$ cat config.mk
export PLATFORM = sky130hd
export DESIGN_NAME = ws2812_pixel_slot_encoder_unit
export DESIGN_NICKNAME = d
export VERILOG_FILES = /design/src/sv/wpse_pkg.sv /design/src/sv/wpse_front.sv /design/src/sv/wpse_queue.sv /design/src/sv/wpse_back.sv /design/src/sv/ws2812_pixel_slot_encoder_unit.sv
export SDC_FILE = /design/constraint.sdc
export NUM_CORES = 1
export LEC_CHECK = 0
export ABC_AREA = 1
export BUFFER_PORTS_ARGS = -buffer_cell sky130_fd_sc_hd__buf_2
export CAP_MARGIN = 15
export CELL_PAD_IN_SITES_DETAIL_PLACEMENT = 2
export CELL_PAD_IN_SITES_GLOBAL_PLACEMENT = 2
export CORE_MARGIN = 3
export CORE_UTILIZATION = 25
export DETAILED_ROUTE_END_ITERATION = 16
export GPL_TIMING_DRIVEN = 0
export PLACE_DENSITY = 0.67
export REMOVE_ABC_BUFFERS = 1
export SLEW_MARGIN = 20
export SYNTH_ARGS = -nofsm -noshare
export SYNTH_HDL_FRONTEND = slang
export SYNTH_SLANG_ARGS = --single-unit
$ cat constraint.sdc
create_clock -name clk -period 12.3 [get_ports clk]
set_clock_uncertainty 0.05 [all_clocks]
set_input_delay 0.615 -clock clk [delete_from_list [all_inputs] [get_ports clk]]
set_output_delay 0.615 -clock clk [all_outputs]
set_load 0.01 [all_outputs]
$ cat src/sv/wpse_pkg.sv
// wpse_pkg: shared types, constants and register indexes for the pixel slot encoder
// no dependencies; imported by every module of the block
package wpse_pkg;

  // code run per slot and colour word layout
  localparam int SLOT_CODES = 24;
  localparam int BYTE_W     = 8;
  localparam int WORD_W     = 3 * BYTE_W;
  localparam int CNT_W      = $clog2(SLOT_CODES);
  localparam int STEP_W     = $clog2(BYTE_W);
  localparam int CFG_W      = 16;
  localparam int CODE_W     = 16;
  localparam int SLOT_W     = 16;

  // default depth of the queue between front and back
  localparam int QUEUE_DEPTH_DEF = 2;

  // top bit of a colour byte, feeds the divider one bit a step
  localparam logic [BYTE_W-1:0] BIT_TOP = 8'b1000_0000;

  // register reset values
  localparam logic [SLOT_W-1:0] PIXEL_COUNT_RST  = 16'd256;
  localparam logic [SLOT_W-1:0] FRAME_PERIOD_RST = 16'd512;
  localparam logic [BYTE_W-1:0] CONTRAST_RST     = 8'd65;
  localparam logic [BYTE_W-1:0] BRIGHTNESS_RST   = 8'd9;

  // configuration register indexes
  typedef enum logic [2:0] {
    CFG_PIXEL_COUNT  = 3'd0,
    CFG_FRAME_PERIOD = 3'd1,
    CFG_CONTRAST     = 3'd2,
    CFG_BRIGHTNESS   = 3'd3,
    CFG_ONE_CODE     = 3'd4,
    CFG_ZERO_CODE    = 3'd5
  } wpse_cfg_idx_t;

  // front state machine
  typedef enum logic [3:0] {
    F_IDLE  = 4'b0001,
    F_CLASS = 4'b0010,
    F_DIV   = 4'b0100,
    F_PUSH  = 4'b1000
  } wpse_fstate_t;

  // one queued slot: gap flag and scaled grb word
  typedef struct packed {
    logic              gap;
    logic [WORD_W-1:0] bits;
  } wpse_entry_t;

endpackage

$ cat src/sv/wpse_front.sv
// wpse_front: takes pixel slot beats, steps the slot counter, classifies the slot,
// divides and scales the colour bytes and queues each slot that gives codes; uses wpse_pkg
module wpse_front import wpse_pkg::*; (
  input  logic              clk,
  input  logic              rst_n,
  input  logic              in_valid,
  output logic              in_stall,
  input  logic [BYTE_W-1:0] in_red,
  input  logic [BYTE_W-1:0] in_green,
  input  logic [BYTE_W-1:0] in_blue,
  input  logic [SLOT_W-1:0] pixel_count,
  input  logic [SLOT_W-1:0] frame_period,
  input  logic [BYTE_W-1:0] contrast,
  input  logic [BYTE_W-1:0] brightness,
  output logic              push_valid,
  output wpse_entry_t       push_entry,
  input  logic              push_ready
);

  wpse_fstate_t      state_r, state_nxt;
  logic [SLOT_W-1:0] slot_r, slot_nxt;
  logic [SLOT_W-1:0] slot_inc;
  logic              gap_r, gap_nxt;
  logic [STEP_W-1:0] step_r, step_nxt;
  logic [BYTE_W-1:0] dvd_r [3];
  logic [BYTE_W-1:0] dvd_nxt [3];
  logic [BYTE_W-1:0] rem_r [3];
  logic [BYTE_W-1:0] rem_nxt [3];
  logic [BYTE_W:0]   trial [3];
  logic [BYTE_W-1:0] scaled [3];
  logic [2*BYTE_W-1:0] prod [3];
  logic [SLOT_W:0]   pc_plus1;
  logic              is_gap, is_pix, accept;

  assign accept   = in_valid && (state_r == F_IDLE);
  assign in_stall = (state_r != F_IDLE);
  assign slot_inc = slot_r + SLOT_W'(1);
  assign pc_plus1 = {1'b0, pixel_count} + (SLOT_W+1)'(1);
  assign is_gap   = (slot_r == pixel_count) || ({1'b0, slot_r} == pc_plus1);
  assign is_pix   = (slot_r < pixel_count);

  // restoring divide step and scale multiply, one lane per colour
  always_comb begin
    for (int i = 0; i < 3; i++) begin
      trial[i]  = {rem_r[i], |(dvd_r[i] & BIT_TOP)};
      prod[i]   = (2*BYTE_W)'(dvd_r[i]) * (2*BYTE_W)'(brightness);
      scaled[i] = prod[i][BYTE_W-1:0];
    end
  end

  assign push_valid      = (state_r == F_PUSH);
  assign push_entry.gap  = gap_r;
  assign push_entry.bits = {scaled[1], scaled[0], scaled[2]};

  // slot sequencing
  always_comb begin
    state_nxt = state_r;
    slot_nxt  = slot_r;
    gap_nxt   = gap_r;
    step_nxt  = step_r;
    for (int i = 0; i < 3; i++) begin
      dvd_nxt[i] = dvd_r[i];
      rem_nxt[i] = rem_r[i];
    end
    unique case (state_r)
      F_IDLE: begin
        if (accept) begin
          slot_nxt   = (slot_inc == frame_period) ? '0 : slot_inc;
          dvd_nxt[0] = in_red;
          dvd_nxt[1] = in_green;
          dvd_nxt[2] = in_blue;
          state_nxt  = F_CLASS;
        end
      end
      F_CLASS: begin
        step_nxt = '0;
        for (int i = 0; i < 3; i++) rem_nxt[i] = '0;
        if (is_gap) begin
          gap_nxt   = 1'b1;
          state_nxt = F_PUSH;
        end else if (is_pix) begin
          gap_nxt   = 1'b0;
          // a zero divisor leaves the bytes as they are
          state_nxt = (contrast == '0) ? F_PUSH : F_DIV;
        end else begin
          state_nxt = F_IDLE;
        end
      end
      F_DIV: begin
        for (int i = 0; i < 3; i++) begin
          if (trial[i] >= {1'b0, contrast}) begin
            rem_nxt[i] = BYTE_W'(trial[i] - {1'b0, contrast});
            dvd_nxt[i] = {dvd_r[i][BYTE_W-2:0], 1'b1};
          end else begin
            rem_nxt[i] = trial[i][BYTE_W-1:0];
            dvd_nxt[i] = {dvd_r[i][BYTE_W-2:0], 1'b0};
          end
        end
        step_nxt = step_r + STEP_W'(1);
        if (step_r == STEP_W'(BYTE_W-1)) state_nxt = F_PUSH;
      end
      F_PUSH: begin
        if (push_ready) state_nxt = F_IDLE;
      end
      default: state_nxt = F_IDLE;
    endcase
  end

  // control registers
  always_ff @(posedge clk) begin
    if (!rst_n) begin
      state_r <= F_IDLE;
      slot_r  <= '0;
    end else begin
      state_r <= state_nxt;
      slot_r  <= slot_nxt;
    end
  end

  // datapath registers
  always_ff @(posedge clk) begin
    gap_r  <= gap_nxt;
    step_r <= step_nxt;
    for (int i = 0; i < 3; i++) begin
      dvd_r[i] <= dvd_nxt[i];
      rem_r[i] <= rem_nxt[i];
    end
  end

endmodule

$ cat src/sv/wpse_queue.sv
// wpse_queue: short first-in first-out queue of slot entries between front and back
// uses wpse_pkg for the entry type
module wpse_queue import wpse_pkg::*; #(
  parameter int DEPTH = QUEUE_DEPTH_DEF
) (
  input  logic        clk,
  input  logic        rst_n,
  input  logic        push_valid,
  input  wpse_entry_t push_entry,
  output logic        push_ready,
  output logic        pop_valid,
  output wpse_entry_t pop_entry,
  input  logic        pop_ready
);

  localparam int AW = (DEPTH > 1) ? $clog2(DEPTH) : 1;
  localparam int NW = $clog2(DEPTH + 1);

  wpse_entry_t   mem_r [DEPTH];
  logic [AW-1:0] wr_ptr_r, wr_ptr_nxt;
  logic [AW-1:0] rd_ptr_r, rd_ptr_nxt;
  logic [NW-1:0] count_r, count_nxt;
  logic          do_push, do_pop;

  assign push_ready = (count_r != NW'(DEPTH));
  assign pop_valid  = (count_r != '0);
  assign pop_entry  = mem_r[rd_ptr_r];
  assign do_push    = push_valid && push_ready;
  assign do_pop     = pop_valid && pop_ready;

  // pointer and fill count update
  always_comb begin
    wr_ptr_nxt = wr_ptr_r;
    rd_ptr_nxt = rd_ptr_r;
    count_nxt  = count_r;
    if (do_push) wr_ptr_nxt = (wr_ptr_r == AW'(DEPTH-1)) ? '0 : wr_ptr_r + AW'(1);
    if (do_pop)  rd_ptr_nxt = (rd_ptr_r == AW'(DEPTH-1)) ? '0 : rd_ptr_r + AW'(1);
    if (do_push && !do_pop)      count_nxt = count_r + NW'(1);
    else if (do_pop && !do_push) count_nxt = count_r - NW'(1);
  end

  always_ff @(posedge clk) begin
    if (!rst_n) begin
      wr_ptr_r <= '0;
      rd_ptr_r <= '0;
      count_r  <= '0;
    end else begin
      wr_ptr_r <= wr_ptr_nxt;
      rd_ptr_r <= rd_ptr_nxt;
      count_r  <= count_nxt;
    end
  end

  // entry storage
  always_ff @(posedge clk) begin
    if (do_push) mem_r[wr_ptr_r] <= push_entry;
  end

`ifndef ASSERT_OFF
  a_count_bound: assert property (@(posedge clk) disable iff (!rst_n)
    count_r <= NW'(DEPTH)) else $error("queue fill count beyond depth");
  a_pop_nonempty: assert property (@(posedge clk) disable iff (!rst_n)
    (count_r == '0) |=> (count_r == '0) || $past(do_push))
    else $error("queue filled without a push");
  a_full_no_push: assert property (@(posedge clk) disable iff (!rst_n)
    (count_r == NW'(DEPTH)) |-> !do_push)
    else $error("push into a full queue");
`endif

endmodule

$ cat src/sv/wpse_back.sv
// wpse_back: turns one queued slot into a run of duty code beats, msb first,
// through a registered output stage; uses wpse_pkg
module wpse_back import wpse_pkg::*; (
  input  logic              clk,
  input  logic              rst_n,
  input  logic              pop_valid,
  input  wpse_entry_t       pop_entry,
  output logic              pop_ready,
  input  logic [CODE_W-1:0] one_code,
  input  logic [CODE_W-1:0] zero_code,
  output logic              out_valid,
  input  logic              out_stall,
  output logic [CODE_W-1:0] out_duty,
  output logic              out_is_gap,
  output logic              out_pixel_taken,
  output logic              out_last
);

  localparam logic [CNT_W-1:0] LAST_CNT = CNT_W'(SLOT_CODES - 1);

  logic              active_r, active_nxt;
  logic [WORD_W-1:0] word_r, word_nxt;
  logic              gap_r, gap_nxt;
  logic [CNT_W-1:0]  cnt_r, cnt_nxt;
  logic              ovalid_r, ovalid_nxt;
  logic [CODE_W-1:0] duty_r, duty_nxt;
  logic              ogap_r, ogap_nxt;
  logic              taken_r, taken_nxt;
  logic              olast_r, olast_nxt;
  logic              load, emit, run_end;

  assign load      = !ovalid_r || !out_stall;
  assign emit      = active_r && load;
  assign run_end   = emit && (cnt_r == LAST_CNT);
  assign pop_ready = !active_r || run_end;

  // serializer and output stage
  always_comb begin
    active_nxt = active_r;
    word_nxt   = word_r;
    gap_nxt    = gap_r;
    cnt_nxt    = cnt_r;
    ovalid_nxt = ovalid_r;
    duty_nxt   = duty_r;
    ogap_nxt   = ogap_r;
    taken_nxt  = taken_r;
    olast_nxt  = olast_r;
    if (emit) begin
      ovalid_nxt = 1'b1;
      duty_nxt   = gap_r ? '0 : (word_r[WORD_W-1] ? one_code : zero_code);
      ogap_nxt   = gap_r;
      taken_nxt  = !gap_r;
      olast_nxt  = run_end;
      word_nxt   = {word_r[WORD_W-2:0], 1'b0};
      cnt_nxt    = cnt_r + CNT_W'(1);
      if (run_end) active_nxt = 1'b0;
    end else if (load) begin
      ovalid_nxt = 1'b0;
    end
    // next slot enters when no run is active or as the current run ends
    if (pop_valid && pop_ready) begin
      active_nxt = 1'b1;
      word_nxt   = pop_entry.bits;
      gap_nxt    = pop_entry.gap;
      cnt_nxt    = '0;
    end
  end

  always_ff @(posedge clk) begin
    if (!rst_n) begin
      active_r <= 1'b0;
      ovalid_r <= 1'b0;
      cnt_r    <= '0;
    end else begin
      active_r <= active_nxt;
      ovalid_r <= ovalid_nxt;
      cnt_r    <= cnt_nxt;
    end
  end

  always_ff @(posedge clk) begin
    word_r  <= word_nxt;
    gap_r   <= gap_nxt;
    duty_r  <= duty_nxt;
    ogap_r  <= ogap_nxt;
    taken_r <= taken_nxt;
    olast_r <= olast_nxt;
  end

  assign out_valid       = ovalid_r;
  assign out_duty        = duty_r;
  assign out_is_gap      = ogap_r;
  assign out_pixel_taken = taken_r;
  assign out_last        = olast_r;

endmodule

$ cat src/sv/ws2812_pixel_slot_encoder_unit.sv
// ws2812_pixel_slot_encoder_unit: top level, configuration registers, front, queue, back
// depends on wpse_pkg, wpse_front, wpse_queue, wpse_back
//
//   port group  direction  handshake            payload
//   in_*        in         in_valid / in_stall  in_red, in_green, in_blue
//   out_*       out        out_valid/out_stall  out_duty, out_is_gap, out_pixel_taken, out_last
//   cfg_*       in         cfg_we               cfg_addr, cfg_wdata
//
// a pixel or gap slot gives 24 beats, one per cycle while out_stall is low, set by the back serializer;
// the front handles a pixel slot in steps (accept, classify, 8 divide steps, push),
// only accept, classify and push when contrast is zero or for a gap slot, accept and
// classify for a slot that gives nothing; its push waits for queue space, overlapped with the back run.
// the front can take the next slot while the back still serializes earlier ones.
// rst_n is synchronous; it clears the slot counter, queue and output stage and
// loads the register defaults. out_stall holds the output beat and backs up the queue.
module ws2812_pixel_slot_encoder_unit import wpse_pkg::*; #(
  parameter int QUEUE_DEPTH = QUEUE_DEPTH_DEF
) (
  input  logic              clk,
  input  logic              rst_n,
  input  logic              in_valid,
  output logic              in_stall,
  input  logic [BYTE_W-1:0] in_red,
  input  logic [BYTE_W-1:0] in_green,
  input  logic [BYTE_W-1:0] in_blue,
  output logic              out_valid,
  input  logic              out_stall,
  output logic [CODE_W-1:0] out_duty,
  output logic              out_is_gap,
  output logic              out_pixel_taken,
  output logic              out_last,
  input  logic              cfg_we,
  input  logic [2:0]        cfg_addr,
  input  logic [CFG_W-1:0]  cfg_wdata
);

  logic [SLOT_W-1:0] pixel_count_r;
  logic [SLOT_W-1:0] frame_period_r;
  logic [BYTE_W-1:0] contrast_r;
  logic [BYTE_W-1:0] brightness_r;
  logic [CODE_W-1:0] one_code_r;
  logic [CODE_W-1:0] zero_code_r;

  logic        push_valid, push_ready, pop_valid, pop_ready;
  wpse_entry_t push_entry, pop_entry;

  // configuration registers
  always_ff @(posedge clk) begin
    if (!rst_n) begin
      pixel_count_r  <= PIXEL_COUNT_RST;
      frame_period_r <= FRAME_PERIOD_RST;
      contrast_r     <= CONTRAST_RST;
      brightness_r   <= BRIGHTNESS_RST;
      one_code_r     <= '0;
      zero_code_r    <= '0;
    end else if (cfg_we) begin
      unique case (cfg_addr)
        CFG_PIXEL_COUNT:  pixel_count_r  <= cfg_wdata;
        CFG_FRAME_PERIOD: frame_period_r <= cfg_wdata;
        CFG_CONTRAST:     contrast_r     <= cfg_wdata[BYTE_W-1:0];
        CFG_BRIGHTNESS:   brightness_r   <= cfg_wdata[BYTE_W-1:0];
        CFG_ONE_CODE:     one_code_r     <= cfg_wdata;
        CFG_ZERO_CODE:    zero_code_r    <= cfg_wdata;
        default: ;
      endcase
    end
  end

  wpse_front u_front (
    .clk          (clk),
    .rst_n        (rst_n),
    .in_valid     (in_valid),
    .in_stall     (in_stall),
    .in_red       (in_red),
    .in_green     (in_green),
    .in_blue      (in_blue),
    .pixel_count  (pixel_count_r),
    .frame_period (frame_period_r),
    .contrast     (contrast_r),
    .brightness   (brightness_r),
    .push_valid   (push_valid),
    .push_entry   (push_entry),
    .push_ready   (push_ready)
  );

  wpse_queue #(.DEPTH(QUEUE_DEPTH)) u_queue (
    .clk        (clk),
    .rst_n      (rst_n),
    .push_valid (push_valid),
    .push_entry (push_entry),
    .push_ready (push_ready),
    .pop_valid  (pop_valid),
    .pop_entry  (pop_entry),
    .pop_ready  (pop_ready)
  );

  wpse_back u_back (
    .clk             (clk),
    .rst_n           (rst_n),
    .pop_valid       (pop_valid),
    .pop_entry       (pop_entry),
    .pop_ready       (pop_ready),
    .one_code        (one_code_r),
    .zero_code       (zero_code_r),
    .out_valid       (out_valid),
    .out_stall       (out_stall),
    .out_duty        (out_duty),
    .out_is_gap      (out_is_gap),
    .out_pixel_taken (out_pixel_taken),
    .out_last        (out_last)
  );

`ifndef ASSERT_OFF
  a_gap_duty_zero: assert property (@(posedge clk) disable iff (!rst_n)
    (out_valid && out_is_gap) |-> (out_duty == '0))
    else $error("gap beat with nonzero duty");
  a_gap_xor_taken: assert property (@(posedge clk) disable iff (!rst_n)
    out_valid |-> (out_is_gap != out_pixel_taken))
    else $error("beat neither gap nor pixel");
  a_run_kind_stable: assert property (@(posedge clk) disable iff (!rst_n)
    (out_valid && !out_stall && !out_last) |=> !out_valid || $stable(out_is_gap))
    else $error("slot kind changed inside a run");
`endif

endmodule

==> flow_metrics.env, run 1 <==
export IMPL_drt_wl_total_mm=47.22
export IMPL_cp_cell_sequence="nand2_1 > fa_1 > inv_1 > ha_1 > inv_1 > fa_1 > fa_1 > inv_1 > ha_1 > nand2_1 > o21ai_0 > xor2_1 > xor2_1 > xor2_1"
export IMPL_initial_utilization_pct=25.44
export IMPL_cts_setup_buffers=0
export IMPL_multiInputGateArea_um2=7548
export IMPL_rsz0062_at_grt="false"
export IMPL_fin_crit_sh_pct=40.74
export IMPL_syn_cell_area_um2=15470
export IMPL_coreArea_um2=60810
export IMPL_portBuffers=68
export IMPL_synth_top_cell_area_share_pct=28.34
export IMPL_postSynthAreaPerCell_um2=8.261
export IMPL_async_flop_share_pct=0
export IMPL_layout_common_cells="nand2_1, inv_1, nor2_1"
export IMPL_crit_required_ns=12.56
export IMPL_period_needed_ns=5.012
export IMPL_stdcell_area_um2=17690
export IMPL_via_per_inst=4.615
export IMPL_path_max_fanout=19
export IMPL_syn_to_final_growth_pct=14.31
export IMPL_reg2reg_from="brightness_r[2]"
export IMPL_grt_max_degree=70
export IMPL_yosys_area_top_type="edfxtp_1"
export IMPL_finalSetupViolCount=0
export IMPL_htree_levels=2
export IMPL_endpoint="u_queue.mem_r[1][15]"
export IMPL_final_nets=2096
export IMPL_cts_resized=0
export IMPL_report_final_slew_viol_count=0
export IMPL_fin_util_pct=29.09
export IMPL_detail_route_wl_per_cell_um=17.35
export IMPL_hpwlAfterDp_mm=34.40
export IMPL_ys_flop_type="edfxtp_1"
export IMPL_io_pins=69
export IMPL_crit_slowest_cell="dfxtp_1"
export IMPL_fp_row_count=90
export IMPL_place_area_um2=16650
export IMPL_drtAntennaViolNets=0
export IMPL_synth_edf_count=146
export IMPL_postCtsHoldBufs=0
export IMPL_clock_sinks=258
export IMPL_status="finished clean"
export IMPL_cp_end_kind="register"
export IMPL_cts_reportedPaths_clkPinSlew_ns=0.06
export IMPL_leakage_nw=7.816
export IMPL_drt_iter0_drc=430
export IMPL_reg2reg_to="u_queue.mem_r[1][15]"
export IMPL_powerDensity_nw_per_um2=207.3
export IMPL_power_total_w=0.003667
export IMPL_cts_made_buffers=34
export IMPL_fillerInstances=6995
export IMPL_max_cap_viol_count=0
export IMPL_worstSetupPathType="register to register"
export IMPL_synth_seq_cells=258
export IMPL_die_x_um=254.8
export IMPL_synth_area_leaders="edfxtp_1, dfxtp_1, nand2_1"
export IMPL_gp_congestion=0.7490
export IMPL_routed_via_count=12560
export IMPL_fmax_mhz=199.5
export IMPL_yosys_warnings=0
export IMPL_root_buffer="clkbuf_16"
export IMPL_dieArea_um2=64910
export IMPL_tightest_slew_ns=1.106
export IMPL_ff2ff_path_depth=14
export IMPL_track_usage_pct=14.91
export IMPL_drive_gt1_share_pct=9.799
export IMPL_slew_headroom_pct=26.17
export IMPL_fin_tns_setup_ns=0
export IMPL_ff_latch_area_um2=6629
export IMPL_layout_commonest_cell="nand2_1"
export IMPL_grt_pass1_wl_mm=76.70
export IMPL_crit_path_start_kind="register"
export IMPL_startpoint="brightness_r[2]"
export IMPL_diodes=0
export IMPL_rrSetupSlack_ns=7.29
export IMPL_die_h_um=254.8
export IMPL_crit_arrival_ns=5.27
export IMPL_grt_pass1_vias=13920
export IMPL_irDropWorstVdd_mv=0.08296
export IMPL_grt_ovfl_total=0
export IMPL_firstDrtPassIters=5
export IMPL_cts_tree="done"
export IMPL_cpPeakStageDelay_ns=0.88
export IMPL_clkLatencyLatePin_ns=0.54
export IMPL_drc=0
export IMPL_ys_seq_area_share_pct=42.83
export IMPL_hold_viol_final=0
export IMPL_synth_cell_types=48
export IMPL_clk_path_buf_depth=3
export IMPL_grt_antenna_before_repair=1
export IMPL_hp_class="input port to register"
export IMPL_synthCells=1873
worst max-delay path, delay by kind of cell, from the launching register on:
family,cells,cell delay (ns)
fa+ha+maj,5,2.20
buf+inv,3,0.15
compound gates,1,0.41
flops,1,0.88
xor+xnor,3,0.85
simple gates,2,0.23
metal layers:
layer  vias to the layer above  wire (um)  part of all wire, %  GRT usage [%]
met4                         0        777                  1.6          3.323
met3                        46       1519                  3.2          2.131
met1                      6285      21970                   47          19.51
met5                         -          0                    0              0
met2                       126      22950                   49          26.10
li1                       6101          -                    -              -
sequential cells by signal, summed over array words and instances (netlist names), 24 cells and up, named ones only:
name / count
u_queue.mem_r: 50
u_back.word_r: 24
u_front.dvd_r: 24
u_front.rem_r: 24
how the worst min path moves through the flow:
stage                     startpoint              endpoint  cells after the start
floorplan              u_front.gap_r  u_queue.mem_r[0][24]                      0
global placement    u_queue.rd_ptr_r      u_queue.rd_ptr_r                      1
detailed placement  u_queue.rd_ptr_r              register                      1
CTS                        in_red[1]   u_front.dvd_r[0][1]                      3
global route               in_red[1]   u_front.dvd_r[0][1]                      3
finish                     in_red[1]   u_front.dvd_r[0][1]                      3
kinds of logic (layout without fill, tap and decap cells):
group,Yosys count,count (layout),share of synthesized area (%)
AOI/OAI and AO/OA,275,275,9.672
buffers and inverters,348,414,8.653
DFF,258,258,42.83
adders and majority gates,133,133,12.65
and+or+nand+nor,769,769,20.87
xor gates and xnor gates,90,90,5.329
area by class of cell:
class                   count  area share, %
multi-input cells        1267          42.68
clock buffers              45          5.164
clock inverters            15         0.6296
inverters                 279          5.928
flip-flops and latches    258          37.48
well taps                 782          5.532
repair buffers             75          2.589
cell usage after synthesis, types with 2 or more instances:
library cell    n
nor4_1          3
nand3b_1        6
buf_2          10
nand4_1        18
inv_1         271
nor2_1        224
nand3_1        53
o21ai_0       133
a31oi_1        24
xnor2_1        35
or2_2           4
nor2_2          4
buf_1           3
dfxtp_1       112
a21oi_1        90
nor3_2          2
edfxtp_1      146
inv_2           7
fa_1           39
nand3_2        13
o21bai_1        4
nand2_1       421
o211ai_1        3
nor2_4          3
ha_1           94
nor3_1          9
clkbuf_1       52
a21oi_2        11
a211oi_1        4
nand2_2         4
xor2_1         52
buf_4           3
through the flow:
stage / hold slack [ns] / worst slack [ns] / std cells
after floorplan: 0.3715 / 8.256 / 1804
after global placement: 0.3881 / 6.146 / 2654
after detailed placement: 0.3966 / 7.298 / 2661
after CTS: 0.2550 / 7.266 / 2721
after global routing: 0.2678 / 7.022 / 2721
final: 0.2914 / 7.288 / 2721
where the power goes:
part / internal [W] / switching (W) / leakage [nW] / total, W
combinational: 0.000457 / 0.000884 / 5.05 / 0.00134
clock: 0.000528 / 0.000408 / 0.493 / 0.000937
sequential: 0.00122 / 0.000166 / 2.27 / 0.00139
No activity file was read; power rests on OpenSTA's default activity.
==> inputs of run 2 (changes only) <==
--- a/config.mk
+++ b/config.mk
@@ -5,7 +5,7 @@
 export SDC_FILE = /design/constraint.sdc
 export NUM_CORES = 1
 export LEC_CHECK = 0
-export ABC_AREA = 1
+export ABC_AREA = 0
 export BUFFER_PORTS_ARGS = -buffer_cell sky130_fd_sc_hd__buf_2
 export CAP_MARGIN = 15
 export CELL_PAD_IN_SITES_DETAIL_PLACEMENT = 2
@@ -14,7 +14,7 @@
 export CORE_UTILIZATION = 25
 export DETAILED_ROUTE_END_ITERATION = 16
 export GPL_TIMING_DRIVEN = 0
-export PLACE_DENSITY = 0.67
+export PLACE_DENSITY = 0.65
 export REMOVE_ABC_BUFFERS = 1
 export SLEW_MARGIN = 20
 export SYNTH_ARGS = -nofsm -noshare
==> constraint.sdc (replaced) <==
create_clock -name clk -period 5.15 [get_ports clk]
set_clock_uncertainty 0.05 [all_clocks]
set_input_delay 0.2575 -clock clk [delete_from_list [all_inputs] [get_ports clk]]
set_output_delay 0.2575 -clock clk [all_outputs]
set_load 0.01 [all_outputs]
==> run 2 against run 1 <==
  * Fmax up 23%
  * Critical endpoint is now u_queue.mem_r[0][7]
  * Critical path depth down 2
  * Sequential power up 93%
  * Final area up 3.4%
  * Sequential cell count unchanged
  * Register-to-register slack worse by 6.2 ns
  * Worst setup slack worse by 6.2 ns
  * Count of clock-buffer cells in the layout down 5
  * Clock power up 130%
  * Synthesized cell count down 11%
==> flow_metrics.env, run 2 <==
export IMPL_report_final_slew_viol_count=0
export IMPL_synthCells=1659
export IMPL_hold_viol_final=0
export IMPL_largest_reg_flops=50
export IMPL_setup_slack_ns=1.066
export IMPL_via_per_inst=4.672
export IMPL_max_cap_viol_count=0
export IMPL_drc=0
export IMPL_synth_seq_cells=258
export IMPL_synth_most_common_cell="nand2_1"
export IMPL_root_buffer="clkbuf_16"
export IMPL_period_needed_ns=4.084
export IMPL_coreArea_um2=60920
export IMPL_fmax_mhz=244.8
export IMPL_synth_edf_count=146
export IMPL_regMostFlops="u_queue.mem_r"
export IMPL_yosys_warnings=0
export IMPL_reg2reg_to="u_queue.mem_r[0][7]"
export IMPL_diodes=0
export IMPL_cpPeakStageDelay_ns=0.79
export IMPL_synth_area_leaders="edfxtp_1, dfxtp_1, nand2_1"
export IMPL_layout_commonest_cell="nand2_1"
export IMPL_endpoint="u_queue.mem_r[0][7]"
export IMPL_htree_levels=1
export IMPL_crit_required_ns=5.40
export IMPL_synth_top_family_by_area="simple AND/OR/NAND/NOR gates"
export IMPL_cts_tree="done"
export IMPL_layout_common_cells="nand2_1, edfxtp_1, a21oi_1"
export IMPL_synth_cell_types=66
export IMPL_leakage_nw=6.893
export IMPL_synthXorXnorAreaFrac_pct=5.638
export IMPL_irDropWorstVdd_mv=0.2275
export IMPL_crit_slowest_cell="dfxtp_1"
export IMPL_die_h_um=255.1
export IMPL_slew_headroom_pct=34.82
export IMPL_grt_antenna_before_repair=5
export IMPL_synth_mux_area_share_pct=4.202
export IMPL_ys_flop_type="edfxtp_1"
export IMPL_initial_utilization_pct=25.47
export IMPL_fp_row_count=90
export IMPL_clkLatencyLatePin_ns=0.56
export IMPL_ff2ff_path_depth=12
export IMPL_cp_cell_sequence="nand2_1 > fa_1 > inv_1 > ha_1 > inv_1 > fa_1 > fa_1 > inv_1 > ha_1 > a21oi_1 > xnor2_1 > xnor2_1"
export IMPL_cp_end_kind="register"
export IMPL_fin_util_pct=30.03
export IMPL_post_place_ws_ns=1.000
export IMPL_detail_route_wl_per_cell_um=17.90
export IMPL_crit_arrival_ns=4.33
export IMPL_crit_path_start_kind="register"
export IMPL_synth_compound_area_share_pct=9.960
export IMPL_postSynthAreaPerCell_um2=9.351
export IMPL_cts_reportedPaths_clkPinSlew_ns=0.06
export IMPL_grt_max_degree=56
export IMPL_drive_gt1_share_pct=9.699
export IMPL_gp_congestion=0.7963
export IMPL_portBuffers=68
export IMPL_yosys_area_top_type="edfxtp_1"
export IMPL_clock_sinks=258
export IMPL_cts_made_buffers=30
export IMPL_dieArea_um2=65080
export IMPL_syn_to_final_growth_pct=17.91
export IMPL_grt_pass1_vias=13470
export IMPL_final_nets=1920
export IMPL_reg2reg_from="brightness_r[2]"
export IMPL_grt_ovfl_total=0
export IMPL_worstSetupPathType="register to register"
export IMPL_async_flop_share_pct=0
export IMPL_rsz0062_at_grt="false"
export IMPL_syn_cell_area_um2=15510
export IMPL_die_x_um=255.1
export IMPL_ys_seq_area_share_pct=42.71
export IMPL_firstDrtPassIters=5
export IMPL_routed_via_count=12110
export IMPL_cts_resized=0
export IMPL_clk_path_buf_depth=3
export IMPL_grt_pass1_wl_mm=75.11
export IMPL_fin_crit_sh_pct=79.31
export IMPL_drtAntennaViolNets=0
export IMPL_synth_adder_area_share_pct=12.61
export IMPL_drt_iter0_drc=431
export IMPL_status="finished clean"
export IMPL_track_usage_pct=14.47
export IMPL_startpoint="brightness_r[2]"
export IMPL_io_pins=69
export IMPL_yosys_area_share_simple_pct=19.77
export IMPL_synth_top_cell_area_share_pct=28.26
export IMPL_tightest_slew_ns=0.9778
export IMPL_hpwlAfterDp_mm=33.56
export IMPL_rrSetupSlack_ns=1.07
export IMPL_finalSetupViolCount=0
export IMPL_yosys_top_cells_count="nand2_1, edfxtp_1, a21oi_1"
export IMPL_path_max_fanout=19
export IMPL_drt_wl_total_mm=46.39
export IMPL_hp_class="input port to register"
export IMPL_powerDensity_nw_per_um2=330.2
## run 2: logic make-up (layout without fill, tap and decap cells)
kind of cell,count (synthesis),after routing
compound gates,257,257
mux,65,65
flops,258,258
buf+inv,202,306
fa+ha+maj,133,133
simple gates,645,645
xor+xnor,99,99
## run 2: timing repair
| action | in CTS | in global routing |
|---|---|---|
| hold buffers | 38 | 0 |
| endpoints found under the hold margin | 80 | 0 |
| setup buffers | 0 | 0 |
| setup endpoints to repair | 0 | 0 |
## run 2: worst min-delay path by stage
| stage | from | to | slack (ns) | cells past startpoint |
|---|---|---|---|---|
| 3_3_place_gp | one_code_r[2] | one_code_r[2] | 0.39 | 2 |
| 5_1_grt | cfg_wdata[6] | frame_period_r[6] | 0.04 | 3 |
| 2_1_floorplan | rst_n | brightness_r[0] | 0.28 | 1 |
| 3_5_place_dp | one_code_r[14] | one_code_r[14] | 0.40 | 2 |
| 4_1_cts | cfg_wdata[6] | pixel_count_r[6] | 0.009 | 3 |
| 6_report | cfg_wdata[6] | brightness_r[6] | 0.04 | 3 |
## run 2: layout make-up
| cell class | instances | area [um2] |
|---|---|---|
| clock buffers | 40 | 839.6 |
| clock inverters | 16 | 157.7 |
| fillers | 6755 | 42630 |
| inverters | 125 | 471.7 |
| multi-input cells | 1199 | 8193 |
| flip-flops and latches | 258 | 6628 |
| well taps | 828 | 1036 |
| repair buffers | 125 | 967.2 |
## run 2: metal layers
layer  track usage [%]  share of wire, %  routed length, um  vias to the layer above
met1             18.67                46              21290                     6132
met2             26.04                50              23100                      108
met3             1.351               2.1                982                       54
met4             3.584               2.2                999                        2
li1                  -                 -                  -                     5809
met5                 0             0.037                 17                        -
## run 2: worst max-delay path, delay by kind of cell, from the launching register on
kind	cells	cell delay, ns
adders and majority gates	5	2.20
xor gates and xnor gates	2	0.26
buffers and inverters	3	0.16
AOI/OAI and AO/OA	1	0.21
DFF	1	0.79
and+or+nand+nor	1	0.14
## run 2: metrics by stage
stage / setup TNS, ns / hold slack [ns] / std cells / total power [W] / instance area [um2]
2_1_floorplan: 0 / 0.2793 / 1582 / 0.003425 / 15190
3_3_place_gp: -62.21 / 0.3908 / 2478 / 0.003782 / 16570
3_5_place_dp: 0 / 0.4035 / 2497 / 0.003912 / 16900
4_1_cts: 0 / 0.008769 / 2591 / 0.006167 / 18280
5_1_grt: 0 / 0.04170 / 2591 / 0.006388 / 18290
6_report: 0 / 0.03652 / 2591 / 0.006040 / 18290
## run 2: report_power, final
group          switching, W  leakage (nW)  internal [W]
registers          0.000170          2.25       0.00251
clock network      0.000891         0.487       0.00129
logic              0.000705          4.16      0.000474
total               0.00177          6.89       0.00427
==> inputs of run 3 (changes only) <==
==> constraint.sdc (replaced) <==
create_clock -name clk -period 3.9 [get_ports clk]
set_clock_uncertainty 0.05 [all_clocks]
set_input_delay 0.195 -clock clk [delete_from_list [all_inputs] [get_ports clk]]
set_output_delay 0.195 -clock clk [all_outputs]
set_load 0.01 [all_outputs]
==> run 3 against run 2 <==
  * Die area did not move
  * Worst setup slack got worse by 0.91 ns
  * Global-route usage grew 0.18 points
  * Count of clock-buffer cells in the layout stayed put
  * Clock power is 33% higher
  * Worst hold slack improved by 0.010 ns
  * Largest cell class unchanged
==> flow_metrics.env, run 3 (synthesized netlist as in run 2, its figures left out) <==
export IMPL_fin_crit_sh_pct=96.05
export IMPL_ff_latch_area_um2=6641
export IMPL_wl_met1_mm=21.55
export IMPL_path_max_fanout=4
export IMPL_drt_iter0_drc=458
export IMPL_portBuffers=68
export IMPL_via_per_inst=4.675
export IMPL_grt_pass1_wl_mm=75.98
export IMPL_cts_made_buffers=30
export IMPL_leakage_nw=6.998
export IMPL_hpwlAfterDp_mm=33.56
export IMPL_slew_headroom_pct=34.36
export IMPL_place_area_um2=16900
export IMPL_regMostFlops="u_queue.mem_r"
export IMPL_wl_met2_mm=23.56
export IMPL_multiInputGateArea_um2=8277
export IMPL_clk_path_buf_depth=3
export IMPL_crit_required_ns=4.15
export IMPL_tightest_slew_ns=0.9846
export IMPL_powerDensity_nw_per_um2=433.8
export IMPL_die_h_um=255.1
export IMPL_root_buffer="clkbuf_16"
export IMPL_clkLatencyLatePin_ns=0.56
export IMPL_track_usage_pct=14.66
export IMPL_coreArea_um2=60920
export IMPL_drive_gt1_share_pct=11.56
export IMPL_htree_levels=1
export IMPL_grt_antenna_before_repair=4
export IMPL_layout_commonest_cell="nand2_1"
export IMPL_grt_pass1_vias=13560
export IMPL_io_pins=69
export IMPL_finalSetupViolCount=0
export IMPL_layout_common_cells="nand2_1, edfxtp_1, a21oi_1"
export IMPL_final_nets=1939
export IMPL_die_x_um=255.1
export IMPL_largest_reg_flops=50
export IMPL_max_cap_viol_count=0
export IMPL_status="finished clean"
export IMPL_report_final_slew_viol_count=0
export IMPL_hold_viol_final=0
export IMPL_detail_route_wl_per_cell_um=18.08
export IMPL_dieArea_um2=65080
export IMPL_fmax_mhz=266.9
export IMPL_hp_class="input port to register"
export IMPL_grt_ovfl_total=0
export IMPL_fp_row_count=90
export IMPL_initial_utilization_pct=25.47
export IMPL_fin_tns_setup_ns=0
export IMPL_diodes=0
export IMPL_drt_wl_total_mm=47.18
export IMPL_fillerInstances=6749
export IMPL_crit_arrival_ns=3.99
export IMPL_period_needed_ns=3.746
export IMPL_dr_wl_met3_mm=1.104
export IMPL_topRoutingLayerUsed="met5"
export IMPL_grt_max_degree=56
export IMPL_clock_sinks=258
export IMPL_gp_congestion=0.7963
export IMPL_cp_end_kind="register"
export IMPL_cts_tree="done"
export IMPL_irDropWorstVdd_mv=0.3095
export IMPL_syn_to_final_growth_pct=19.54
export IMPL_routed_via_count=12200
export IMPL_drtAntennaViolNets=0
export IMPL_cts_reportedPaths_clkPinSlew_ns=0.06
export IMPL_stdcell_area_um2=18550
export IMPL_firstDrtPassIters=4
export IMPL_worstSetupPathType="register to register"
export IMPL_crit_path_start_kind="register"
export IMPL_drc=0
run 3: cell count changes in the layout (fill, tap and decap cells not counted), moves of 5 or more:
cell,before,now
buf_4,9,23
dfxtp_1,111,106
dlygate4sd3_1,38,43
fa_1,39,34
fa_2,0,5
run 3: timing repair:
action | 4_1_cts | 5_1_grt
gates resized for setup | 4 | 20
pin swaps | 0 | 1
endpoints found under the hold margin | 105 | 0
hold buffers | 43 | 0
buffers inserted | 11 | 3
setup endpoints to repair | 6 | 6
run 3: metal layers:
metal  global-route usage, %  vias up
met1                   19.00     6172
met3                   1.351       53
li1                        -     5854
met2                   26.34      121
met5                       0        -
met4                   3.486        2
run 3: path summary, 6_finish.rpt:
check | from | end | slack (ns) | cells past startpoint
worst min register to register | one_code_r[14] | one_code_r[14] | 0.41 | 2
worst max register to register | u_front.dvd_r[0][2] | u_queue.mem_r[0][15] | 0.15 | 13
worst max-delay path | u_front.dvd_r[0][2] | u_queue.mem_r[0][15] | 0.15 | 13
worst min-delay path | cfg_addr[0] | pixel_count_r[3] | 0.05 | 4
run 3: power breakdown:
part           internal (W)  total (W)  switching (W)
Combinational      0.000663    0.00163       0.000967
Clock               0.00170    0.00289        0.00118
Sequential          0.00331    0.00353       0.000217
Total               0.00568    0.00805        0.00237
run 3: final cells by class:
class	count	share of cell area (%)
Clock buffer	40	4.527
Tap cell	828	5.586
Inverter	125	2.544
Sequential cell	258	35.81
Timing Repair Buffer	144	6.052
Multi-Input combinational cell	1199	44.63
Clock inverter	16	0.8501
run 3: metrics by stage:
| stage | utilization, % | total power (W) | hold WS, ns | cells | setup slack [ns] |
|---|---|---|---|---|---|
| floorplan | - | 0.004523 | 0.2168 | 1582 | -0.5609 |
| global placement | 27.19 | 0.004995 | 0.3908 | 2478 | -3.046 |
| detailed placement | 27.75 | 0.005165 | 0.4035 | 2497 | -0.2497 |
| CTS | 30.23 | 0.008161 | 0.01307 | 2607 | 0.006316 |
| global route | 30.44 | 0.008496 | 0.07157 | 2610 | -0.02793 |
| finish | 30.44 | 0.008046 | 0.04649 | 2610 | 0.1539 |
run 3: critical path, cell delays in order, from the launching register on:
cell	delay, ns
edfxtp_1	0.44
buf_4	0.16
nand2_1	0.07
fa_1	0.55
inv_1	0.05
ha_1	0.27
inv_1	0.06
fa_1	0.50
fa_1	0.54
inv_1	0.04
ha_1	0.34
a21oi_2	0.16
xnor2_1	0.15
xnor2_1	0.11
